[src/design/mtt_pkg.sv]
// shared types, constants and helpers for the multi-tape turing step engine
package mtt_pkg;

  // fixed geometry
  localparam int NUM_TAPES  = 2;
  localparam int RULE_SLOTS = 64;
  localparam int SYM_W      = 8;
  localparam int STATE_W    = 6;
  localparam int POS_W      = 12;
  localparam int SPAN_W     = 13;
  localparam int TAPE_CELLS = 4096;
  localparam int TAPE_AW    = 12;
  localparam int CELL_W     = SYM_W + 1;
  localparam int CFG_IDX_W  = 2;
  localparam int CFG_DATA_W = 64;

  // item commands
  typedef enum logic [2:0] {
    CMD_LOAD   = 3'd0,
    CMD_WRCELL = 3'd1,
    CMD_START  = 3'd2,
    CMD_STEP   = 3'd3,
    CMD_READ   = 3'd4
  } cmd_e;

  // run status codes
  localparam logic [1:0] RUN_ACTIVE  = 2'd0;
  localparam logic [1:0] RUN_ACCEPT  = 2'd1;
  localparam logic [1:0] RUN_NORULE  = 2'd2;
  localparam logic [1:0] RUN_OFFTAPE = 2'd3;

  // configuration register indexes
  localparam logic [CFG_IDX_W-1:0] CFG_BLANK  = 2'd0;
  localparam logic [CFG_IDX_W-1:0] CFG_START  = 2'd1;
  localparam logic [CFG_IDX_W-1:0] CFG_TAPES  = 2'd2;
  localparam logic [CFG_IDX_W-1:0] CFG_ACCEPT = 2'd3;

  // head move codes
  localparam logic [1:0] MOVE_LEFT  = 2'd1;
  localparam logic [1:0] MOVE_RIGHT = 2'd2;

  // one rule table entry
  typedef struct packed {
    logic [STATE_W-1:0]         st;
    logic [NUM_TAPES*SYM_W-1:0] match;
    logic [NUM_TAPES*SYM_W-1:0] wsym;
    logic [2*NUM_TAPES-1:0]     moves;
    logic [STATE_W-1:0]         nst;
  } rule_t;

  // controller to datapath commands
  typedef struct packed {
    logic accept;
    logic load_rule;
    logic write_cell;
    logic do_start;
    logic clear_wr;
    logic key_cap;
    logic scan_run;
    logic apply;
    logic cell_rd;
    logic cell_cap;
    logic result_cap;
  } dp_cmd_t;

  // datapath to controller status
  typedef struct packed {
    logic halted;
    logic clear_last;
    logic hit;
    logic miss;
  } dp_sts_t;

  // signed position to memory address: offset by half the tape
  function automatic logic [TAPE_AW-1:0] pos_addr(input logic [POS_W-1:0] pos);
    pos_addr = {~pos[POS_W-1], pos[POS_W-2:0]};
  endfunction

  // stored cell to symbol, blank when never written
  function automatic logic [SYM_W-1:0] cell_val(input logic [CELL_W-1:0] c,
                                                input logic [SYM_W-1:0] blank);
    cell_val = c[CELL_W-1] ? c[SYM_W-1:0] : blank;
  endfunction

endpackage

[src/design/mtt_ctrl.sv]
// controller state machine sequencing each item through the datapath
module mtt_ctrl
  import mtt_pkg::*;
(
  input  logic          clk_i,
  input  logic          rst_ni,
  input  logic          start_i,
  input  logic [2:0]    cmd_i,
  input  dp_sts_t       sts_i,
  output dp_cmd_t       ctl_o,
  output logic          busy_o,
  output logic          done_o
);

  typedef enum logic [9:0] {
    S_CLEAR = 10'b0000000001,
    S_IDLE  = 10'b0000000010,
    S_KRD   = 10'b0000000100,
    S_KWAIT = 10'b0000001000,
    S_SCAN  = 10'b0000010000,
    S_APPLY = 10'b0000100000,
    S_CRD   = 10'b0001000000,
    S_CWAIT = 10'b0010000000,
    S_HRD   = 10'b0100000000,
    S_HWAIT = 10'b1000000000
  } state_e;

  state_e state_q, state_d;
  logic   reply_q, reply_d;
  logic   done_q, done_d;

  // next state and command decode
  always_comb begin
    state_d = state_q;
    reply_d = reply_q;
    done_d  = 1'b0;
    ctl_o   = '0;
    unique case (state_q)
      S_CLEAR: begin
        ctl_o.clear_wr = 1'b1;
        if (sts_i.clear_last) begin
          state_d = reply_q ? S_HRD : S_IDLE;
          reply_d = 1'b0;
        end
      end
      S_IDLE: begin
        if (start_i) begin
          ctl_o.accept = 1'b1;
          unique case (cmd_i)
            CMD_LOAD: begin
              ctl_o.load_rule = 1'b1;
              state_d = S_HRD;
            end
            CMD_WRCELL: begin
              ctl_o.write_cell = 1'b1;
              state_d = S_HRD;
            end
            CMD_START: begin
              ctl_o.do_start = 1'b1;
              reply_d = 1'b1;
              state_d = S_CLEAR;
            end
            CMD_STEP: state_d = sts_i.halted ? S_HRD : S_KRD;
            CMD_READ: state_d = S_CRD;
            default:  state_d = S_HRD;
          endcase
        end
      end
      S_KRD:   state_d = S_KWAIT;
      S_KWAIT: begin
        ctl_o.key_cap = 1'b1;
        state_d = S_SCAN;
      end
      S_SCAN: begin
        ctl_o.scan_run = 1'b1;
        if (sts_i.hit) begin
          state_d = S_APPLY;
        end else if (sts_i.miss) begin
          state_d = S_HRD;
        end
      end
      S_APPLY: begin
        ctl_o.apply = 1'b1;
        state_d = S_HRD;
      end
      S_CRD: begin
        ctl_o.cell_rd = 1'b1;
        state_d = S_CWAIT;
      end
      S_CWAIT: begin
        ctl_o.cell_cap = 1'b1;
        state_d = S_HRD;
      end
      S_HRD:   state_d = S_HWAIT;
      S_HWAIT: begin
        ctl_o.result_cap = 1'b1;
        done_d = 1'b1;
        state_d = S_IDLE;
      end
      default: state_d = S_IDLE;
    endcase
  end

  // state registers
  always_ff @(posedge clk_i or negedge rst_ni) begin
    if (!rst_ni) begin
      state_q <= S_CLEAR;
      reply_q <= 1'b0;
      done_q  <= 1'b0;
    end else begin
      state_q <= state_d;
      reply_q <= reply_d;
      done_q  <= done_d;
    end
  end

  assign busy_o = (state_q != S_IDLE);
  assign done_o = done_q;

  // result strobe only after the result capture cycle
  assert property (@(posedge clk_i) disable iff (!rst_ni)
    done_q |-> $past(state_q == S_HWAIT))
    else $error("result strobe without capture");

  // an accepted item always leaves idle
  assert property (@(posedge clk_i) disable iff (!rst_ni)
    (start_i && !busy_o) |=> (state_q != S_IDLE))
    else $error("accepted item not started");

  // a rule hit during the scan is applied next
  assert property (@(posedge clk_i) disable iff (!rst_ni)
    (state_q == S_SCAN && sts_i.hit) |=> (state_q == S_APPLY))
    else $error("rule hit not applied");

endmodule

[config.mk]
export PLATFORM = sky130hd
export DESIGN_NAME = mtt_ctrl
export DESIGN_NICKNAME = d
export VERILOG_FILES = /design/src/design/mtt_pkg.sv /design/src/design/mtt_ctrl.sv
export SDC_FILE = /design/constraint.sdc
export NUM_CORES = 1
export LEC_CHECK = 0
export ABC_AREA = 0
export ABC_CLOCK_PERIOD_IN_PS = 2450
export BUFFER_PORTS_ARGS = -buffer_cell sky130_fd_sc_hd__buf_4
export CORE_MARGIN = 4
export CORE_UTILIZATION = 35
export CTS_BUF_LIST = sky130_fd_sc_hd__clkbuf_4 sky130_fd_sc_hd__clkbuf_8
export CTS_CLUSTER_DIAMETER = 40
export DETAILED_ROUTE_END_ITERATION = 8
export HOLD_SLACK_MARGIN = 0.1
export SYNTH_ARGS = -nofsm -noshare
export SYNTH_HDL_FRONTEND = slang
export SYNTH_SLANG_ARGS = --single-unit
[constraint.sdc]
create_clock -name clk_i -period 2.45 [get_ports clk_i]
set_input_delay 0.1225 -clock clk_i [delete_from_list [all_inputs] [get_ports clk_i]]
set_output_delay 0.1225 -clock clk_i [all_outputs]
set_load 0.02 [all_outputs]
==> summary.md <==
| Metric | Value |
|---|---|
| Status | `complete, no violations` |
| First-pass GRT wire length | `3.10 mm` |
| Reg2reg start | `state_q[4]` |
| Syn Std Cell Area | `803 sq um` |
| GPL Wtd Cong | `0.775` |
| CP max stage delay | `0.56 ns` |
| CTS Hold Buffers Added | `4` |
| Final WL | `1.77 mm` |
| Worst Setup End Kind | `output port` |
| Cell Pwr Density | `812 nW/um^2` |
| Avg Cell Area, Syn | `9.03 sq um` |
| Reg2Reg Depth | `4` |
| Share of cells above drive strength 1 | `32.8%` |
| Crit Path Max Fanout | `10` |
| Cells along the critical path | `nor4_1 > nand4_1 > nor2_1 > nand3b_1 > inv_1 > buf_4` |
| Worst hold endpoint | `state_q[2]` |
| Max cap viols | `0` |
| Initial DRC count | `19` |
| Synth async-reset ratio | `100%` |
| Die W | `55.9 microns` |
| Yosys cell types | `39` |
| Ports | `23` |
| Final TNS setup | `0 ns` |
| Pin count of the biggest net entering global routing | `13` |
| Syn_nets | `99` |
| Fin. Hold Viols | `0` |
| Setup violations, final | `0` |
| # diodes | `0` |
| RSZ-0062 raised after global routing | `no` |
| Post-Syn Instances | `89` |
| TritonRoute pass-1 iters | `4` |
| Routed Antenna Nets | `0` |
| Slew HR | `61.0%` |
| GR Overflow Total | `0` |
| Hold slack | `0.115 ns` |
| Critical path required time | `2.33 ns` |
| Root Buffer | `clkbuf_4` |
| HP Class | `in2reg` |
| R2R setup slack | `0.24 ns` |
| Startpoint types | `register` |
| Floorplan Core Area | `2190 sq um` |
| CTS Buf Count | `3` |
| Layout Cell Area excl Fill | `1060 sq um` |
| Clock latency on the worst-skew pair | `0.27 ns` |
| Starting Density | `36.7%` |
| Vias/cell | `5.12` |
| Fin. max-slew vios | `0` |
| EDFF count, synth | `0` |
| Area post-placement | `988 sq um` |
| Worst r2r dst | `state_q[6]` |
| Synth Warn # | `0` |
| Worst path slowest cell | `nor4_1` |
| Clk sink count | `12` |
| Commonest non-fill, non-tap cells in the layout | `buf_4, dfrtp_1, nor2_1` |
| # rows | `17` |
| Fin crit period | `2.21 ns` |
| Setup crit start | `state_q[4]` |
| Worst Tran Pin Value | `0.580 ns` |
| #FFs+latches synth | `12` |
| P_leak | `0.503 nW` |
| Vias in the first global route | `702` |
| GRT Overall Usage | `12.5%` |
| Final Util | `48.6%` |
| Via count | `737` |
| Area Growth Syn to Fin | `32.6%` |
| Clock tree from TritonCTS | `built` |
| Crit Path Class | `reg2out` |
| Post-CTS setup buffer count | `0` |
| Final #Nets | `127` |
| DP HPWL | `1.42 mm` |
| Die Y-Extent | `55.9 microns` |
| Maximum clock frequency | `452 MHz` |
| Max Buffers Root-to-Sink | `2` |
| Sequential-to-total area share from yosys stat | `37.5%` |
| Most frequently used flop master after synthesis | `dfrtp_1` |
| Commonest non-fill, non-tap cell in the layout | `buf_4` |
| WL/cell | `12.3 microns` |
| Initial antenna violation count | `0` |
| Die ar. | `3130 sq um` |
| Final period util | `90.4%` |
| Port Buffer Count | `22` |
| Hold Path Stages | `3` |
| Clk_skew | `0.00136 ns` |
| Hold Crit Start | `sts_i[3]` |
| H-tree depth | `1` |
| Clk slew on worst S/H paths | `0.07 ns` |
| Max IR drop VDD | `0.000420 V` |
| DRC Markers | `0` |
| Resize count post-CTS | `0` |
| CP Data Arrival Time | `2.09 ns` |
layout make-up:
| cell class | count | area [sq um] |
|---|---|---|
| sequential | 12 | 302 |
| inverter | 7 | 26.3 |
| fill | 221 | 1130 |
| timing repair buffer | 26 | 205 |
| clock buffer | 4 | 36.3 |
| multi-input combinational | 67 | 460 |
| tap | 28 | 35.0 |
worst max-delay path by stage:
stage / end / cells after the start
after global placement: state_q[1] / 5
final: ctl_o[7] / 6
after global routing: ctl_o[7] / 6
after floorplan: ctl_o[9] / 4
after detailed placement: state_q[1] / 5
after CTS: ctl_o[7] / 6
cell families after synthesis:
| family | after synthesis | share of synthesized area [%] |
|---|---|---|
| and+or+nand+nor | 46 | 38.2 |
| muxes | 1 | 1.87 |
| xor gates and xnor gates | 3 | 3.27 |
| buffers and inverters | 10 | 5.14 |
| DFF | 12 | 37.5 |
| AOI/OAI and AO/OA | 17 | 14.0 |
sequential cells by signal, indices dropped and copies added (netlist names):
| signal | count |
|---|---|
| reply_q | 1 |
| done_o | 1 |
| state_q | 10 |
stage by stage:
step	worst slack [ns]	instances	total power, mW
6_report	0.235	144	0.864
4_1_cts	0.226	144	0.872
2_1_floorplan	0.460	89	0.585
5_1_grt	0.0179	144	0.931
3_3_place_gp	0.522	136	0.701
3_5_place_dp	0.512	136	0.705
critical path: cells and delay by family (launching register included):
family | cells | cell delay, ns
flip-flops | 1 | 0.48
buffers and inverters | 2 | 0.21
AND/OR/NAND/NOR | 4 | 1.14
cells in the mapped netlist (2+ instances only):
| cell type | n | area, sq um |
|---|---|---|
| clkbuf_1 | 2 | 7.51 |
| a21oi_1 | 3 | 15.0 |
| nand2_1 | 7 | 26.3 |
| xnor2_1 | 2 | 17.5 |
| nor2b_1 | 2 | 12.5 |
| dfrtp_1 | 11 | 275 |
| inv_1 | 7 | 26.3 |
| nor4_1 | 5 | 31.3 |
| o21ai_0 | 5 | 25.0 |
| nand3_1 | 2 | 10.0 |
| nor4_4 | 2 | 42.5 |
| nor4b_1 | 2 | 17.5 |
| nor2_1 | 8 | 30.0 |
| nand2b_1 | 4 | 25.0 |
| nor3_1 | 3 | 15.0 |
power by group:
part | leakage (nW) | total, mW | switching (mW) | internal (mW)
combinational | 0.325 | 0.423 | 0.231 | 0.192
sequential | 0.157 | 0.284 | 0.0494 | 0.235
clock | 0.0210 | 0.157 | 0.0670 | 0.0904
total | 0.503 | 0.864 | 0.347 | 0.517
metal layers:
| metal | vias up | routed length [microns] | track usage, % |
|---|---|---|---|
| met5 | - | 0 | 0 |
| met4 | 0 | 54 | 8.81 |
| met3 | 6 | 95 | 2.55 |
| met2 | 25 | 792 | 18.1 |
| met1 | 331 | 823 | 16.4 |
| li1 | 375 | - | - |
No activity file was read; power rests on OpenSTA's default activity.
